[config.mk]
export PLATFORM = sky130hd
export DESIGN_NAME = sexp_markup_tokenizer
export DESIGN_NICKNAME = d
export VERILOG_FILES = /design/src/sv/smt_pkg.sv /design/src/sv/smt_scan.sv /design/src/sv/smt_out_reg.sv /design/src/sv/sexp_markup_tokenizer.sv
export SDC_FILE = /design/constraint.sdc
export NUM_CORES = 1
export LEC_CHECK = 0
export BUFFER_PORTS_ARGS = -buffer_cell sky130_fd_sc_hd__buf_2
export CAP_MARGIN = 0
export CORE_UTILIZATION = 45
export CTS_BUF_LIST = sky130_fd_sc_hd__clkbuf_8
export CTS_CLUSTER_DIAMETER = 80
export CTS_CLUSTER_SIZE = 30
export DETAILED_ROUTE_END_ITERATION = 6
export GPL_ROUTABILITY_DRIVEN = 0
export HOLD_SLACK_MARGIN = 0.15
export SETUP_SLACK_MARGIN = 0.05
export SLEW_MARGIN = 20
export SYNTH_ARGS = -nofsm -noshare
export SYNTH_HDL_FRONTEND = slang
export SYNTH_SLANG_ARGS = --single-unit
[constraint.sdc]
create_clock -name clk -period 3.9 [get_ports clk]
set_clock_uncertainty 0.2 [all_clocks]
set_input_delay 0.78 -clock clk [delete_from_list [all_inputs] [get_ports clk]]
set_output_delay 0.78 -clock clk [all_outputs]
set_load 0.005 [all_outputs]
[src/sv/smt_pkg.sv]
`timescale 1ns / 1ps

package smt_pkg;

  typedef enum logic [3:0] {
    ST_TOP         = 4'd0,
    ST_TAG_NAME    = 4'd1,
    ST_TAG_NAMED   = 4'd2,
    ST_ATTR        = 4'd3,
    ST_ATTR_NAME   = 4'd4,
    ST_ATTR_NAMED  = 4'd5,
    ST_ATTR_VAL    = 4'd6,
    ST_ATTR_VALUED = 4'd7,
    ST_NESTED      = 4'd8,
    ST_DATA        = 4'd9,
    ST_PARSED      = 4'd10
  } scan_state_t;

  typedef enum logic [3:0] {
    EV_NONE        = 4'd0,
    EV_TAG_CHAR    = 4'd1,
    EV_TAG_END     = 4'd2,
    EV_ANAME_CHAR  = 4'd3,
    EV_AVAL_CHAR   = 4'd4,
    EV_ATTR_COMMIT = 4'd5,
    EV_TEXT_CHAR   = 4'd6,
    EV_TEXT_COMMIT = 4'd7,
    EV_CLOSE       = 4'd8,
    EV_DONE        = 4'd9,
    EV_NUL         = 4'd10,
    EV_HALTED      = 4'd11,
    EV_AFTER_DONE  = 4'd12,
    EV_OVERFLOW    = 4'd13
  } event_t;

  typedef struct packed {
    event_t     ev;
    logic [7:0] ch;
  } scan_res_t;

  localparam logic [7:0] NUL_LIMIT_RESET = 8'd50;
  localparam logic [7:0] CH_NUL    = 8'h00;
  localparam logic [7:0] CH_OPEN   = 8'h28;
  localparam logic [7:0] CH_CLOSE  = 8'h29;
  localparam logic [7:0] CH_BSLASH = 8'h5c;
  localparam logic [7:0] CH_QUOTE  = 8'h22;
  localparam logic [7:0] CH_N      = 8'h6e;
  localparam logic [7:0] CH_DOT    = 8'h2e;
  localparam logic [7:0] CH_LF     = 8'h0a;
  localparam logic [7:0] CH_SPACE  = 8'h20;
  localparam logic [7:0] CH_TAB    = 8'h09;
  localparam logic [7:0] CH_CR     = 8'h0d;

  function automatic logic is_ws(input logic [7:0] c);
    return (c == CH_SPACE) || (c >= CH_TAB && c <= CH_CR);
  endfunction

endpackage

[src/sv/smt_scan.sv]
`timescale 1ns / 1ps

module smt_scan import smt_pkg::*; #(
  parameter int MAX_DEPTH = 64,
  parameter int DW = $clog2(MAX_DEPTH + 1)
) (
  input  logic            clk,
  input  logic            rst,
  input  logic            take,
  input  logic [7:0]      in_byte,
  input  logic [7:0]      nul_limit,
  output scan_res_t       res,
  output logic [DW-1:0]   depth_next
);

  localparam logic [DW-1:0] DEPTH_MAX = DW'(MAX_DEPTH);
  localparam logic [DW-1:0] DEPTH_ONE = DW'(1);

  scan_state_t   scan_state, scan_state_next;
  logic          in_token, in_token_next;
  logic          escape_pending, escape_pending_next;
  logic          text_nonempty, text_nonempty_next;
  logic [DW-1:0] nest_depth;
  logic [7:0]    nul_count, nul_count_next;
  logic          halted, halted_next;
  logic          tok;

  always_ff @(posedge clk) begin
    if (rst) begin
      scan_state     <= ST_TOP;
      in_token       <= 1'b0;
      escape_pending <= 1'b0;
      text_nonempty  <= 1'b0;
      nest_depth     <= '0;
      nul_count      <= '0;
      halted         <= 1'b0;
    end else if (take) begin
      scan_state     <= scan_state_next;
      in_token       <= in_token_next;
      escape_pending <= escape_pending_next;
      text_nonempty  <= text_nonempty_next;
      nest_depth     <= depth_next;
      nul_count      <= nul_count_next;
      halted         <= halted_next;
    end
  end

  always_comb begin
    scan_state_next     = scan_state;
    in_token_next       = in_token;
    escape_pending_next = escape_pending;
    text_nonempty_next  = text_nonempty;
    depth_next          = nest_depth;
    nul_count_next      = nul_count;
    halted_next         = halted;
    res.ev              = EV_NONE;
    res.ch              = '0;
    tok                 = in_token || !is_ws(in_byte);

    if (halted) begin
      res.ev = EV_HALTED;
    end else if (in_byte == CH_NUL) begin
      if (nul_count >= nul_limit) begin
        halted_next = 1'b1;
        res.ev      = EV_HALTED;
      end else begin
        nul_count_next = nul_count + 8'd1;
        res.ev         = EV_NUL;
      end
    end else begin
      case (scan_state)
        ST_TOP: begin
          if (in_byte == CH_OPEN) scan_state_next = ST_TAG_NAME;
          else if (in_byte == CH_CLOSE) scan_state_next = ST_PARSED;
        end
        ST_TAG_NAME: begin
          in_token_next = tok;
          if (tok) begin
            if (escape_pending) begin
              escape_pending_next = 1'b0;
              res.ev = EV_TAG_CHAR;
              res.ch = in_byte;
            end else if (in_byte == CH_BSLASH) begin
              escape_pending_next = 1'b1;
            end else if (!is_ws(in_byte)) begin
              res.ev = EV_TAG_CHAR;
              res.ch = in_byte;
            end else begin
              in_token_next   = 1'b0;
              scan_state_next = ST_TAG_NAMED;
              if (nest_depth >= DEPTH_MAX) begin
                depth_next = DEPTH_MAX;
                res.ev     = EV_OVERFLOW;
              end else begin
                depth_next = nest_depth + DEPTH_ONE;
                res.ev     = EV_TAG_END;
              end
            end
          end
        end
        ST_TAG_NAMED: begin
          if (in_byte == CH_N) scan_state_next = ST_NESTED;
          else if (in_byte == CH_OPEN) scan_state_next = ST_ATTR;
        end
        ST_ATTR: begin
          if (in_byte == CH_OPEN) scan_state_next = ST_ATTR_NAME;
          else if (in_byte == CH_CLOSE) scan_state_next = ST_NESTED;
        end
        ST_ATTR_NAME: begin
          in_token_next = tok;
          if (tok) begin
            if (!is_ws(in_byte)) begin
              res.ev = EV_ANAME_CHAR;
              res.ch = in_byte;
            end else begin
              in_token_next   = 1'b0;
              scan_state_next = ST_ATTR_NAMED;
            end
          end
        end
        ST_ATTR_NAMED: begin
          if (in_byte == CH_DOT) scan_state_next = ST_ATTR_VAL;
        end
        ST_ATTR_VAL: begin
          if (!in_token && in_byte == CH_QUOTE) begin
            in_token_next = 1'b1;
          end else if (in_token) begin
            if (escape_pending) begin
              escape_pending_next = 1'b0;
              res.ev = EV_AVAL_CHAR;
              res.ch = in_byte;
            end else if (in_byte == CH_BSLASH) begin
              escape_pending_next = 1'b1;
            end else if (in_byte != CH_QUOTE) begin
              res.ev = EV_AVAL_CHAR;
              res.ch = in_byte;
            end else begin
              in_token_next   = 1'b0;
              scan_state_next = ST_ATTR_VALUED;
              res.ev          = EV_ATTR_COMMIT;
            end
          end
        end
        ST_ATTR_VALUED: begin
          if (in_byte == CH_CLOSE) scan_state_next = ST_ATTR;
        end
        ST_NESTED: begin
          if (in_byte == CH_OPEN) begin
            scan_state_next = ST_TAG_NAME;
          end else if (in_byte == CH_QUOTE) begin
            scan_state_next    = ST_DATA;
            text_nonempty_next = 1'b0;
          end else if (in_byte == CH_CLOSE) begin
            if (nest_depth <= DEPTH_ONE) begin
              depth_next      = '0;
              scan_state_next = ST_PARSED;
              res.ev          = EV_DONE;
            end else begin
              depth_next = nest_depth - DEPTH_ONE;
              res.ev     = EV_CLOSE;
            end
          end
        end
        ST_DATA: begin
          if (escape_pending) begin
            escape_pending_next = 1'b0;
            text_nonempty_next  = 1'b1;
            res.ev = EV_TEXT_CHAR;
            res.ch = (in_byte == CH_N) ? CH_LF : in_byte;
          end else if (in_byte == CH_BSLASH) begin
            escape_pending_next = 1'b1;
          end else if (in_byte != CH_QUOTE) begin
            text_nonempty_next = 1'b1;
            res.ev = EV_TEXT_CHAR;
            res.ch = in_byte;
          end else begin
            // closing quote: empty text commits nothing
            if (text_nonempty) res.ev = EV_TEXT_COMMIT;
            text_nonempty_next = 1'b0;
            scan_state_next    = ST_NESTED;
          end
        end
        default: begin
          res.ev = EV_AFTER_DONE;
        end
      endcase
    end
  end

endmodule

[src/sv/smt_out_reg.sv]
`timescale 1ns / 1ps

module smt_out_reg import smt_pkg::*; #(
  parameter int DW = 7
) (
  input  logic          clk,
  input  logic          rst,
  input  logic          load,
  input  scan_res_t     res,
  input  logic [DW-1:0] depth,
  input  logic          out_ready,
  output logic          out_valid,
  output logic          free,
  output logic [3:0]    event_res,
  output logic [7:0]    out_char,
  output logic [DW-1:0] node_depth
);

  scan_res_t     res_q;
  logic [DW-1:0] depth_q;

  // slot frees up in the same cycle the held item is taken
  assign free = !out_valid || out_ready;

  always_ff @(posedge clk) begin
    if (rst) begin
      out_valid <= 1'b0;
    end else if (free) begin
      out_valid <= load;
    end
  end

  always_ff @(posedge clk) begin
    if (load) begin
      res_q   <= res;
      depth_q <= depth;
    end
  end

  assign event_res  = res_q.ev;
  assign out_char   = res_q.ch;
  assign node_depth = depth_q;

endmodule

[src/sv/sexp_markup_tokenizer.sv]
`timescale 1ns / 1ps
// channel   signals                                  direction
// in        in_valid, in_ready, in_byte              byte items into the scanner
// out       out_valid, out_ready, event_res,
//           out_char, node_depth                     one result item per byte
// cfg       cfg_we, cfg_data                         nul_limit, write only
//
// one byte per cycle while the output is not stalled; each item's result is
// computed combinationally and registered, appearing the cycle after acceptance.
// a new byte is taken whenever the result register is empty or being emptied.
// rst is synchronous: scanner at top level, counters clear, nul_limit back to 50.
// a stalled output holds its item and back-pressures in_ready.

module sexp_markup_tokenizer import smt_pkg::*; #(
  parameter int MAX_DEPTH = 64,
  parameter int DW = $clog2(MAX_DEPTH + 1)
) (
  input  logic          clk,
  input  logic          rst,
  input  logic          in_valid,
  output logic          in_ready,
  input  logic [7:0]    in_byte,
  output logic          out_valid,
  input  logic          out_ready,
  output logic [3:0]    event_res,
  output logic [7:0]    out_char,
  output logic [DW-1:0] node_depth,
  input  logic          cfg_we,
  input  logic [7:0]    cfg_data
);

  logic [7:0]    nul_limit_q;
  logic          take;
  scan_res_t     res;
  logic [DW-1:0] depth_next;

  always_ff @(posedge clk) begin
    if (rst) begin
      nul_limit_q <= NUL_LIMIT_RESET;
    end else if (cfg_we) begin
      nul_limit_q <= cfg_data;
    end
  end

  assign take = in_valid && in_ready;

  smt_scan #(.MAX_DEPTH(MAX_DEPTH), .DW(DW)) u_scan (
    .clk        (clk),
    .rst        (rst),
    .take       (take),
    .in_byte    (in_byte),
    .nul_limit  (nul_limit_q),
    .res        (res),
    .depth_next (depth_next)
  );

  smt_out_reg #(.DW(DW)) u_out (
    .clk        (clk),
    .rst        (rst),
    .load       (take),
    .res        (res),
    .depth      (depth_next),
    .out_ready  (out_ready),
    .out_valid  (out_valid),
    .free       (in_ready),
    .event_res  (event_res),
    .out_char   (out_char),
    .node_depth (node_depth)
  );

endmodule

### Word level (Yosys, flattened, before mapping)

Cells that the tools add are included.
W data, S select, Z words.

* output and inout bits: 21
* logic and storage cells: 177
* input port bits: 21
* register bits after elaboration: 51

* equal/unequal tests: 41
* reduce and logical (&&, ||, !) cells: 22
* bitwise logic cells: 3
* $lt $le $gt $ge: 5
* muxes and demuxes: 91
* $add $sub $neg: 3

Operators by type and width (number)
* $mux W4: 32
* $mux W12: 10
* $mux W7: 11
* $eq A8 B6 Y1 const B: 5
* $pmux W4 S10: 1
* $pmux W8 S4: 1
* $mux W1: 25
* $reduce_and A25 Y1: 1
* $mux W8: 3
* $pmux W4 S6: 1
* $ne A2 B2 Y1 const B: 10
* $eq A4 B3 Y1 const B: 4
* $eq A8 B7 Y1 const B: 2
* $ne A2 B1 Y1 const B: 8
* $pmux W7 S2: 1
* $reduce_and A7 Y1: 2
* $mux W10: 1
* $reduce_bool A10 Y1: 1
* $ne A3 B1 Y1 const B: 3
* $add A8 B1 Y8 const B: 1
* $eq A4 B2 Y1 const B: 2
* $eq A4 B4 Y1 const B: 2
* $ge A8 B4 Y1 const B: 1
* $ge A8 B8 Y1: 1
* 23 further kinds: 36

### Longest topological paths before layout

Gate-level depths: netlist of run 1.

* word-level depth: 10
* mapped depth: 9

### By module

From an unflattened synthesis of run 1, not the netlist that was laid out.

* cells, all modules: 446
* area, all modules: 3602.2 µm²

By module, submodules not included
* smt_scan: cells each 396, times used 1, area each 2683.8 µm²
* smt_out_reg: cells each 23, times used 1, area each 616.8 µm²
* sexp_markup_tokenizer: cells each 27, times used 1, area each 301.5 µm²

### Worst setup path after synthesis of run 1

No wires, ideal clock.

* path type: input to register
* start: input in_byte[1]
* end: register u_out.depth_q[3] (netlist: u_out.node_depth[3]), data pin
* library setup time: 254 ps
* required time: 3446 ps
* data arrival time: 2631 ps
* path buffers: 1
* stages on the path: 8
* path slack: 815 ps
* cells stage by stage: clkbuf_1 > or4_1 > o21ai_1 > nor2_1 > nand2_1 > nor4_1 > a221o_1 > a21o_1

* longest elaborated chain between the ends: 10
* elaborated cells between the ends (all ways): 22

Ends and longest elaborated chain
* start: declaration: RTL line sexp_markup_tokenizer.sv:22 `input logic [7:0] in_byte,`
* $ge A8 B4 Y1 or $le A8 B4 Y1 (tied branches): RTL line smt_pkg.sv:55 `return (c == CH_SPACE) || (c >= CH_TAB && c <= CH_CR);`
* $logic_and A1 B1 Y1: RTL line smt_pkg.sv:55
* $logic_or A1 B1 Y1: RTL line smt_pkg.sv:55
* $mux W7: RTL line smt_scan.sv:85 `end else if (!is_ws(in_byte)) begin`
* $mux W7: RTL line smt_scan.sv:83 `end else if (in_byte == CH_BSLASH) begin`
* $mux W7: RTL line smt_scan.sv:79 `if (escape_pending) begin`
* $mux W7: RTL line smt_scan.sv:78 `if (tok) begin`
* $pmux W7 S2: RTL line smt_scan.sv:71 `case (scan_state)`
* $mux W7 *: RTL line smt_scan.sv:62 `end else if (in_byte == CH_NUL) begin`
* $mux W7 *: RTL line smt_scan.sv:60 `if (halted) begin`
* named net depth_next[3]: RTL line sexp_markup_tokenizer.sv:35 `logic [DW-1:0] depth_next;`
* end signal: assignment: RTL line smt_out_reg.sv:36 `depth_q <= depth;`
* end: declaration: RTL line smt_out_reg.sv:20 `logic [DW-1:0] depth_q;`

Mark *: on every way through the listed nets, which the timed path passes. The rest lies on a longest branch.
A chain may end at the register's enable or synchronous reset.

### Worst setup path after layout of run 1

* start: input in_byte[2]
* end: register u_scan.scan_state[2]

* longest elaborated chain between the ends: 7
* elaborated cells between the ends (all ways): 41

Ends and longest elaborated chain
* $ge A8 B4 Y1 or $le A8 B4 Y1 (tied branches): RTL line smt_pkg.sv:55
* $logic_and A1 B1 Y1: RTL line smt_pkg.sv:55
* $logic_or A1 B1 Y1: RTL line smt_pkg.sv:55
* $logic_not A1 Y1
* $logic_or A1 B1 Y1: RTL line smt_scan.sv:58 `tok = in_token || !is_ws(in_byte);`
* $ne A2 B1 Y1 (no line)
* $reduce_and A25 Y1 (no line)
* end signal: assignment: RTL line smt_scan.sv:38 `scan_state <= scan_state_next;`
* end: declaration: RTL line smt_scan.sv:19 `scan_state_t scan_state, scan_state_next;`

Parallel ways exist; a longest one is shown, timed or not.

==> results.md, run 1 <==
- WL/cell: 16.9 um
- Crit path cell chain: buf_2 > nor4_4 > nand3_1 > a32oi_1 > o2111ai_1 > nor4b_4 > a21oi_1 > a31o_1
- Post-synth top area cell: dfxtp_1
- Input/output buffers: 41
- Crit start category: primary input
- Met3 Usage GRT: 4.38%
- Share of the synthesized area in the top cell type: 18.1%
- Pin count of the biggest net entering global routing: 30
- Number of global-route vias before repair: 3225
- Final instance area: 3940 um2
- Worst Hold Launch: u_scan.text_nonempty
- Slowest stage delay, CP: 520 ps
- Nets: slightly above 500
- Post-Syn Area: 3540 um2
- Final hold viol count: 0
- Internal power: 0.796 mW
- WL final: 9660 um
- DR pass1 iterations: 5
- CP delay by family, top: simple AND/OR/NAND/NOR gates
- Req. time, crit path: 3920 ps
- DR iter-0 viols: 257
- All-Layer GR Usage: a little under a quarter
- Post-DP HPWL: 6950 um
- Fin crit period: 3140 ps
- Setup crit end kind: register
- Hold path depth: 2
- Synth Instances: roughly 440
- Top Usage Layer GRT: met2
- CP max-delay cell: nor4_4
- Die W: about 90 um
- Fillers: 712
- Core footprint: approximately 7400 um2
- Max Fanout on Critical Path: 9
- Vert. Die Dim: 90.7 um
- Most frequent cells in the layout: nor2_1 (44), nand2_1 (41), buf_2 (41), a21oi_1 (40), dfxtp_1 (32)
- Area grow syn2layout: 11.3%
- Final setup viols: 0
- Max-cap viol count: 0
- Synth unique cells: 64
- GR Layer Usage met2: approximately two fifths
- Total Negative Setup Slacks: 0 ps
- Fin cells: between 500 and 600
- Rows: 31
- Hold Buf Count CTS: 0
- Clk root buf: clkbuf_8
- Reg power frac: between 50% and 60%
- CTS clk-pin slew, worst paths: ~100 ps
- Clock sink count: 51
- Final cell utilization of the core: 53.1%
- Combinational Power Share: a little under a tenth
- CTS buffer count: 5
- Final hold slack: around 280 ps
- R2R setup slack: 920 ps
- Synth area leaders: dfxtp_1 (18%), edfxtp_1 (16%), a21oi_1 (5.7%)
- Die area: ~8200 um2
- Yosys reg bits: 51
- Worst-case reg-to-reg path depth: 7
- Starting Density: 47.8%
- Reg2reg start: u_scan.nest_depth[2]
- Routed Antenna Nets: 0
- Ys flop type: dfxtp_1
- Status: complete, no violations
- Post-CTS Setup Bufs: 0
- Relative slew slack: 43.3%
- Clk_lat worst skew: 320 ps
- Sw Ratio: 24.8%
- CP bufs+invs: 1
- Pleak: approximately 1.6 nW
- Fmax: about 320 MHz
- Layout cells sized above 1: a little over an eighth
- Power per cell area: 269 nW/um2
- Cells after DPL: 564
- Slew Viols, Final: 0
- I/O pins: 42
- CP Class: in -> reg
- First-pass GRT wire length: 16200 um
- Syn_area_per_cell: 8.02 um2
- Vias per inst: a little over 6
- Worst hold path type: reg -> reg
- Antenna diodes: 0
- Post-synth EDFFs: 19
- Max Buffers Root-to-Sink: 2
- Ys Warns: 0
- Post-synth ARST share: 0%
- Post-cts resize count: 0
- CTS tree: yes
- Worst reg2reg endpoint: u_scan.scan_state[2]
- H-tree Lvls: 2
- Switch Pwr: 0.262 mW
- Detailed-route DRC error count: 0
- Tcrit/Tclk final: 80.5%
- Seq/Total Area, Yosys: 34.2%
- Placed cell area: 3820 um2
- Initial antenna violation count: 0
- Gr ovfl total: 0
- Clock power share: 36.1%
- DR vias: 3561
- RSZ-0062 raised after global routing: false
- Worst vdd ir: 0.121 mV
- Worst slew pin tran: 849 ps
- Syn Nets: between 400 and 500
- GR Util met1: 32.5%
- Hold endpoint: u_scan.text_nonempty
- Commonest non-fill, non-tap cell in the layout: nor2_1
- Critical Path AT: between 3000 and 4000 ps
state kept, by name, indices dropped and copies added (netlist names):
signal and cells:
u_scan.scan_state 4, u_scan.in_token 1, u_out.event_res 4, u_scan.nest_depth 7
u_scan.text_nonempty 1, u_scan.nul_count 8, u_out.node_depth 7, u_out.out_char 8
u_out.out_valid 1, u_scan.halted 1, nul_limit_q 8, u_scan.escape_pending 1
how the worst max path moves through the flow:
| stage | from | end | slack (ps) | depth (start not counted) |
|---|---|---|---|---|
| finish | in_byte[2] | u_scan.scan_state[2] | 760 | 8 |
| global route | in_byte[2] | u_scan.scan_state[1] | 560 | 8 |
| CTS | in_byte[2] | u_scan.scan_state[2] | 800 | 8 |
| detailed placement | in_byte[2] | u_scan.scan_state[2] | 480 | 8 |
| global placement | in_byte[2] | u_scan.scan_state[3] | 530 | 8 |
| floorplan | in_byte[1] | u_out.node_depth[3] | 820 | 8 |
Yosys cell counts (2+ instances only):
library cell and n:
a31o_2 2, o21a_1 3, nand2_1 41, nand3_1 5
a32oi_1 2, o31ai_1 9, o211ai_1 13, o2111a_1 2
nor4b_1 3, nor2b_1 4, or3_1 6, o21ai_0 28
dfxtp_1 32, a21o_1 6, nor2_1 44, nand2b_1 6
a21oi_1 40, nand4_1 8, a221oi_1 3, a211o_1 2
nor4_1 8, a31oi_1 2, xnor2_1 2, o22ai_1 6
nor3_1 14, and2_1 7, or4_1 6, o2111ai_1 3
nor3b_1 2, inv_1 23, a21boi_0 2, nor4bb_1 2
ha_1 13, mux2i_1 8, a211oi_1 8, and3_1 10
edfxtp_1 19, clkbuf_1 21
metal layers:
layer	vias up	part of all wire, %
met5	-	0
met1	1630	45
met4	0	1.8
met2	193	45
met3	24	7.8
li1	1714	-
tightest hold or removal path, delay by kind of cell, from the launching register on:
kind	cells	cell delay, ps
flip-flops	1	330
AND/OR/NAND/NOR	1	60
AO/OA/AOI/OAI	1	50
stage by stage:
step,power (mW),setup slack [ps]
2_1_floorplan,0.643,815
3_3_place_gp,0.686,525
3_5_place_dp,0.688,483
4_1_cts,1.07,804
5_1_grt,1.10,558
6_report,1.06,759
power by group through the flow:
stage / Combinational [mW] / Sequential (mW) / Clock [mW]
after CTS: 0.101 / 0.574 / 0.391
after global placement: 0.0996 / 0.586 / 0
after global routing: 0.113 / 0.577 / 0.411
after floorplan: 0.0576 / 0.585 / 0
after detailed placement: 0.101 / 0.587 / 0
final: 0.102 / 0.574 / 0.382
layout make-up:
type	instances	area, um2	share of cell area, %
repair buffers	48	258	6.55
well taps	99	124	3.15
clock buffers	5	68.8	1.75
inverters	24	90.1	2.29
flip-flops and latches	51	1210	30.8
multi-input cells	342	2140	54.4
clock inverters	3	43.8	1.11
cell families after synthesis:
| kind of cell | Yosys count | synth area share (%) |
|---|---|---|
| simple gates | 174 | 26.2 |
| compound gates | 143 | 26.4 |
| flops | 51 | 34.2 |
| buf+inv | 48 | 5.23 |
| fa+ha+maj | 13 | 4.60 |
| mux | 9 | 2.58 |
| xor+xnor | 3 | 0.743 |
Note: power is estimated with default switching activity, not from simulation.
==> run 2, diff against run 1 <==
==> constraint.sdc (replaced) <==
create_clock -name clk -period 3.22 [get_ports clk]
set_clock_uncertainty 0.2 [all_clocks]
set_input_delay 0.644 -clock clk [delete_from_list [all_inputs] [get_ports clk]]
set_output_delay 0.644 -clock clk [all_outputs]
set_load 0.005 [all_outputs]
==> run 2 against run 1 <==
Total power grew 21%. Critical path depth is the same. Sequential share of layout area shrank 0.80 points. Combinational power grew 28%. Register-to-register slack lost 530 ps. Largest cell class unchanged.
==> results.md, run 2 (synthesis gave the netlist of run 1 again) <==
- Status: complete, no violations (unchanged)
- Crit start category: primary input (unchanged)
- DR pass1 iterations: 7 (was 5)
- Relative slew slack: 56.1% (was 43.3%)
- Final setup viols: 0 (unchanged)
- RSZ-0062 raised after global routing: false (unchanged)
- Power per cell area: 318 nW/um2 (was 269 nW/um2)
- Max Fanout on Critical Path: 8 (was 9)
- Gr ovfl total: 0 (unchanged)
- Met3 Usage GRT: 4.80% (was 4.38%)
- Sw Ratio: 24.6% (was 24.8%)
- Critical Path AT: 2870 ps (was 3160 ps)
- Hold endpoint: u_scan.text_nonempty (unchanged)
- Clock sink count: 51 (unchanged)
- Commonest non-fill, non-tap cell in the layout: nor2_1 (unchanged)
- Clock power share: 35.9% (was 36.1%)
- Initial antenna violation count: 0 (unchanged)
- Routed Antenna Nets: 0 (unchanged)
- Req. time, crit path: 3240 ps (was 3920 ps)
- Internal power: 0.969 mW (was 0.796 mW)
- Clk_lat worst skew: 310 ps (was 320 ps)
- Max-cap viol count: 0 (unchanged)
- Hold path depth: 2 (unchanged)
- Clk root buf: clkbuf_8 (unchanged)
- Final WS setup: 368 ps (was 759 ps)
- Worst hold path type: reg -> reg (unchanged)
- Area grow syn2layout: 14.3% (was 11.3%)
- Post-cts resize count: 0 (unchanged)
- Total Negative Setup Slacks: 0 ps (unchanged)
- R2R setup slack: 390 ps (was 920 ps)
- CTS clk-pin slew, worst paths: 100 ps (about the same)
- Combinational Power Share: 10.2% (was 9.6%)
- Fin crit period: 2850 ps
- DR vias: 3609 (was 3561)
- Final hold viol count: 0 (unchanged)
- Worst-case reg-to-reg path depth: 7 (unchanged)
- Worst slew pin tran: 653 ps (was 849 ps)
- CTS buffer count: 5 (unchanged)
- Starting Density: 47.8% (unchanged)
- Worst Hold Launch: u_scan.text_nonempty (unchanged)
- H-tree Lvls: 2 (unchanged)
- Worst vdd ir: 0.178 mV (was 0.121 mV)
- WL final: 9740 um (was 9660 um)
- Rows: 31 (unchanged)
- Switch Pwr: 0.316 mW (was 0.262 mW)
- First-pass GRT wire length: 16100 um (was 16200 um)
- All-Layer GR Usage: 24.4% (was 24.0%)
- Core footprint: 7410 um2 (unchanged)
- GR Util met1: 34.3% (was 32.5%)
- Nets: 520 (was 506)
- I/O pins: 42 (unchanged)
- CP Class: in -> reg (unchanged)
- Reg power frac: 53.9% (was 54.3%)
- Max Buffers Root-to-Sink: 2 (unchanged)
- Detailed-route DRC error count: 0 (unchanged)
- Input/output buffers: 41 (unchanged)
- Tcrit/Tclk final: 88.6%
- CTS tree: yes (unchanged)
- Most frequent cells in the layout: nor2_1 (44), nand2_1 (41), buf_2 (41), a21oi_1 (40), dfxtp_1 (32) (unchanged)
- Number of global-route vias before repair: 3181 (was 3225)
- Die W: 90.7 um (unchanged)
- Layout cells sized above 1: 16.2% (was 13.7%)
- GR Layer Usage met2: 37.1% (was 38.2%)
- Setup crit end kind: register (unchanged)
- Vias per inst: 6.16 (was 6.23)
- Vert. Die Dim: 90.7 um (unchanged)
- Pin count of the biggest net entering global routing: 29 (was 30)
- Pleak: 1.64 nW (was 1.57 nW)
- Post-place setup slack: 94.1 ps (was 483 ps)
- Antenna diodes: 0 (unchanged)
- DR iter-0 viols: 324 (was 257)
- Post-CTS Setup Bufs: 0 (unchanged)
- Post-DP HPWL: 7200 um (was 6950 um)
- Die area: 8220 um2 (unchanged)
- Worst reg2reg endpoint: u_scan.scan_state[2] (unchanged)
- Top Usage Layer GRT: met2 (unchanged)
- Slew Viols, Final: 0 (unchanged)
- Fmax: 351 MHz
- Fillers: 719 (was 712)
- Reg2reg start: u_scan.nest_depth[4] (was u_scan.nest_depth[2])
- Hold Buf Count CTS: 0 (unchanged)
- WL/cell: 16.6 um (was 16.9 um)
[run 2: changes by cell type in the layout (fill, tap and decap cells not counted), sizes merged]
cell  previous run  this run
buf             48        62
[run 2: power groups by stage]
stage | logic, mW | registers [mW] | clock network [mW]
final | 0.131 | 0.692 | 0.462
after global routing | 0.145 | 0.695 | 0.505
after CTS | 0.131 | 0.693 | 0.475
after detailed placement | 0.131 | 0.708 | 0
after global placement | 0.130 | 0.707 | 0
after floorplan | 0.0698 | 0.709 | 0
[run 2: worst max-delay path by stage]
stage,from,end,depth (start not counted),slack [ps]
6_report,in_byte[7],u_scan.nest_depth[1],8,370
5_1_grt,u_scan.nest_depth[4],u_scan.scan_state[1],7,250
4_1_cts,in_byte[0],u_scan.nest_depth[1],8,410
2_1_floorplan,in_byte[1],u_out.node_depth[3],8,270
3_5_place_dp,in_byte[0],u_scan.nest_depth[1],8,90
3_3_place_gp,in_byte[0],u_scan.nest_depth[1],8,160
[run 2: metrics by stage]
| stage | power, mW | std cells | cell area (um2) | hold slack [ps] | util [%] |
|---|---|---|---|---|---|
| after detailed placement | 0.839 | 578 | 3930 | 274 | 53.0 |
| after CTS | 1.30 | 586 | 4040 | 288 | 54.6 |
| final | 1.29 | 586 | 4040 | 283 | 54.6 |
| after global placement | 0.836 | 578 | 3930 | 272 | 53.0 |
| after global routing | 1.34 | 586 | 4040 | 323 | 54.6 |
| after floorplan | 0.779 | 441 | 3540 | 245 | - |
[run 2: area by class of cell]
type,instances,area [um2],share of cell area [%]
Timing Repair Buffer,62,363,8.98
Sequential cell,51,1210,30.0
Inverter,24,90.1,2.23
Multi-Input combinational cell,342,2140,53.0
Clock buffer,5,68.8,1.70
Tap cell,99,124,3.06
Clock inverter,3,43.8,1.08
[run 2: critical path: stages]
cell       delay [ps]
buf_2             140
nor3_1            290
o2111ai_1         280
a2111o_1          570
or3b_1            410
a21oi_1           200
a21oi_1            80
o31ai_1           240
[run 2: layer usage]
layer,part of all wire [%],vias up
li1,-,1743
met1,46,1671
met2,45,172
met3,6.7,23
met4,2.3,0
met5,0,-
==> run 3, diff against run 2 <==
--- a/config.mk
+++ b/config.mk
@@ -18,4 +18,5 @@
 export SLEW_MARGIN = 20
 export SYNTH_ARGS = -nofsm -noshare
 export SYNTH_HDL_FRONTEND = slang
+export SYNTH_HIERARCHICAL = 1
 export SYNTH_SLANG_ARGS = --single-unit
==> run 3 against run 2 <==
Fmax shrank 1.4%. Clock power shrank 3%. Die area increased by 1.8%. Non-clock buffer count is 2 higher. Wire length is 1.5% higher. Critical path depth is the same. Count of clock-buffer cells in the layout stayed put. Sequential share of layout area decreased by 0.53 points. Final cell count rose by 1.7%. Critical path type unchanged.
==> results.md, run 3 <==
- Status: complete, no violations (unchanged)
- Rows: 32 (was 31)
- Max-cap viol count: 0 (unchanged)
- Most common cell in the synthesized netlist: nor2_1 (unchanged)
- Post-synth top area cell: dfxtp_1 (unchanged)
- Post-synth EDFFs: 19 (unchanged)
- Die area: 8370 um2 (was 8220 um2)
- Relative slew slack: 52.1% (was 56.1%)
- Register area: 1210 um2 (unchanged)
- Syn_area_per_cell: 8.08 um2 (was 8.02 um2)
- Clock sink count: 51 (unchanged)
- Pin count of the biggest net entering global routing: 41 (was 29)
- Syn Nets: 480 (was 475)
- Routed Antenna Nets: 0 (unchanged)
- Ys Warns: 6 (was 0)
- Number of global-route vias before repair: 3396 (was 3181)
- Ys flop type: dfxtp_1 (unchanged)
- Synth unique cells: 70 (was 64)
- Detailed-route DRC error count: 0 (unchanged)
- Synth Instances: 446 (was 441)
- Slew Viols, Final: 0 (unchanged)
- Final WS setup: 328 ps (was 368 ps)
- Post-synthesis simple-gate area fraction: 28.9% (was 26.2%)
- Input/output buffers: 41 (unchanged)
- Vert. Die Dim: 91.5 um (was 90.7 um)
- Critical Path AT: 2730 ps (was 2870 ps)
- Synth Area in Compound Gates: 23.5% (was 26.4%)
- Hold Buf Count CTS: 0 (unchanged)
- Max Buffers Root-to-Sink: 2 (unchanged)
- Vias per inst: 6.10 (was 6.16)
- Die W: 91.5 um (was 90.7 um)
- DR vias: 3634 (was 3609)
- Slowest stage delay, CP: 560 ps (was 570 ps)
- Clk root buf: clkbuf_8 (unchanged)
- RSZ-0062 raised after global routing: false (unchanged)
- Worst vdd ir: 0.362 mV (was 0.178 mV)
- Worst slew pin tran: 719 ps (was 653 ps)
- First-pass GRT wire length: 16700 um (was 16100 um)
- CTS tree: yes (unchanged)
- Core footprint: 7730 um2 (was 7410 um2)
- CP Class: in -> reg (unchanged)
- Gr ovfl total: 0 (unchanged)
- Clk_lat worst skew: 310 ps (about the same)
- CTS clk-pin slew, worst paths: 100 ps (about the same)
- Fmax: 346 MHz (was 351 MHz)
- Initial antenna violation count: 0 (unchanged)
- CP bufs+invs: 1 (unchanged)
- Synth area leaders: dfxtp_1 (18%), edfxtp_1 (16%), nor2_1 (5.8%) (was dfxtp_1 (18%), edfxtp_1 (16%), a21oi_1 (5.7%))
- Req. time, crit path: 3060 ps (was 3240 ps)
- Final hold viol count: 0 (unchanged)
- Final setup viols: 0 (unchanged)
- WL/cell: 16.6 um (about the same)
- Share of the synthesized area in the top cell type: 17.8% (was 18.1%)
- Commonest non-fill, non-tap cell in the layout: nor2_1 (unchanged)
- Nets: 527 (was 520)
- Power per cell area: 487 nW/um2 (was 318 nW/um2)
- Tcrit/Tclk final: 89.8% (was 88.6%)
- H-tree Lvls: 2 (unchanged)
- Pleak: 1.63 nW (was 1.64 nW)
- Post-CTS Setup Bufs: 0 (unchanged)
- Crit start category: primary input (unchanged)
- Total Negative Setup Slacks: 0 ps (unchanged)
- Fin crit period: 2890 ps (was 2850 ps)
- Crit path cell chain: buf_2 > or4b_4 > a21oi_4 > o21ai_1 > o21ai_0 > a21oi_1 > a2111oi_0 > o22ai_1 (was buf_2 > nor3_1 > o2111ai_1 > a2111o_1 > or3b_1 > a21oi_1 > a21oi_1 > o31ai_1)
- Post-place setup slack: 11.6 ps (was 94.1 ps)
- DR iter-0 viols: 351 (was 324)
- CTS buffer count: 5 (unchanged)
- CP max-delay cell: a2111oi_0 (was a2111o_1)
- CP delay by family, top: compound AO/OA/AOI/OAI gates (unchanged)
- Fillers: 757 (was 719)
- Area grow syn2layout: 14.2% (was 14.3%)
- Post-Syn Area: 3600 um2 (was 3540 um2)
- All-Layer GR Usage: 24.9% (was 24.4%)
- Antenna diodes: 0 (unchanged)
- Top cells by count, synth: nor2_1 (56), a21oi_1 (36), dfxtp_1 (32), nand2_1 (32), o21ai_0 (27) (was nor2_1 (44), nand2_1 (41), a21oi_1 (40))
- DR pass1 iterations: 6 (was 7)
- Mux contribution to synthesized area: 3.75% (was 2.58%)
- Seq/Total Area, Yosys: 33.6% (was 34.2%)
- WL final: 9880 um (was 9740 um)
- Layout cells sized above 1: 19.4% (was 16.2%)
- I/O pins: 42 (unchanged)
- XOR/XNOR share of the synthesized area: 0.729% (was 0.743%)
- Post-DP HPWL: 7240 um (was 7200 um)
- Post-cts resize count: 0 (unchanged)
- Worst hold path type: reg -> reg (unchanged)
- Post-synthesis adder-cell area fraction: 4.52% (was 4.60%)
- Max Fanout on Critical Path: 14 (was 8)
- Setup crit end kind: register (unchanged)
- Area of the multi-input gates: 2210 um2 (was 2140 um2)
- Yosys reg bits: 51 (unchanged)
- Most frequent cells in the layout: nor2_1 (56), buf_2 (41), a21oi_1 (36), dfxtp_1 (32), nand2_1 (32) (was nor2_1 (44), nand2_1 (41), buf_2 (41), a21oi_1 (40), dfxtp_1 (32))
- Starting Density: 46.6% (was 47.8%)
- Post-synth ARST share: 0% (unchanged)
- Largest family of logic cells by synthesized area: simple AND/OR/NAND/NOR gates (was compound AO/OA/AOI/OAI gates)
-- run 3: cell count changes in the layout (fill, tap and decap cells not counted), moves of 4 or more --
| cell | previous run | this run |
|---|---|---|
| a21oi_1 | 40 | 36 |
| a31oi_1 | 2 | 6 |
| nand2_1 | 41 | 32 |
| nand4_1 | 8 | 12 |
| nor2_1 | 44 | 56 |
| nor2b_1 | 4 | 8 |
| nor3_1 | 14 | 19 |
| o211ai_1 | 13 | 3 |
| o31ai_1 | 9 | 3 |
| or4_1 | 6 | 0 |
-- run 3: area by class of cell --
cell class,count,area share (%)
Clock inverter,3,0.912
Multi-Input combinational cell,350,53.8
Inverter,21,1.92
Tap cell,102,3.10
Timing Repair Buffer,64,9.18
Sequential cell,51,29.4
Clock buffer,5,1.67
-- run 3: tightest hold or removal path: cells and delay by family, from the launching register on --
family           cells  cell delay (ps)
DFF                  1              340
muxes                1               70
and+or+nand+nor      1               70
-- run 3: worst paths after layout --
kind	depth (start not counted)	to	slack, ps	startpoint
max	8	u_out/event_res[0]	330	in_byte[1]
min	2	nul_limit_q[2]	310	nul_limit_q[2]
max reg2reg	6	u_out/out_char[1]	520	u_scan/scan_state[1]
min reg2reg	2	nul_limit_q[2]	310	nul_limit_q[2]
-- run 3: per-stage QoR --
step                power, mW  instances  instance area [um2]  hold slack, ps  utilization, %
finish                   2.01        596                 4120             307            53.3
global route             2.13        596                 4120             333            53.3
CTS                      2.00        596                 4120             314            53.3
detailed placement       1.55        588                 4010             289            51.9
global placement         1.54        588                 4010             279            51.9
floorplan                1.30        446                 3600             260               -
-- run 3: logic make-up after synthesis --
family,after synthesis
xor gates and xnor gates,3
adders and majority gates,13
and+or+nand+nor,193
AOI/OAI and AO/OA,128
DFF,51
buffers and inverters,45
muxes,13
-- run 3: routing by layer --
layer / GRT usage [%] / wire (um) / vias up
met5: 0 / 0 / -
met4: 8.86 / 259 / 0
met3: 4.19 / 781 / 33
met2: 40.1 / 4470 / 191
met1: 33.5 / 4370 / 1671
li1: - / - / 1739
-- run 3: where the power goes --
group | switching [mW] | total (mW) | leakage (nW) | internal, mW
Combinational | 0.464 | 0.754 | 1.11 | 0.290
Clock | 0.223 | 0.450 | 0.0607 | 0.227
Sequential | 0.0838 | 0.801 | 0.453 | 0.718
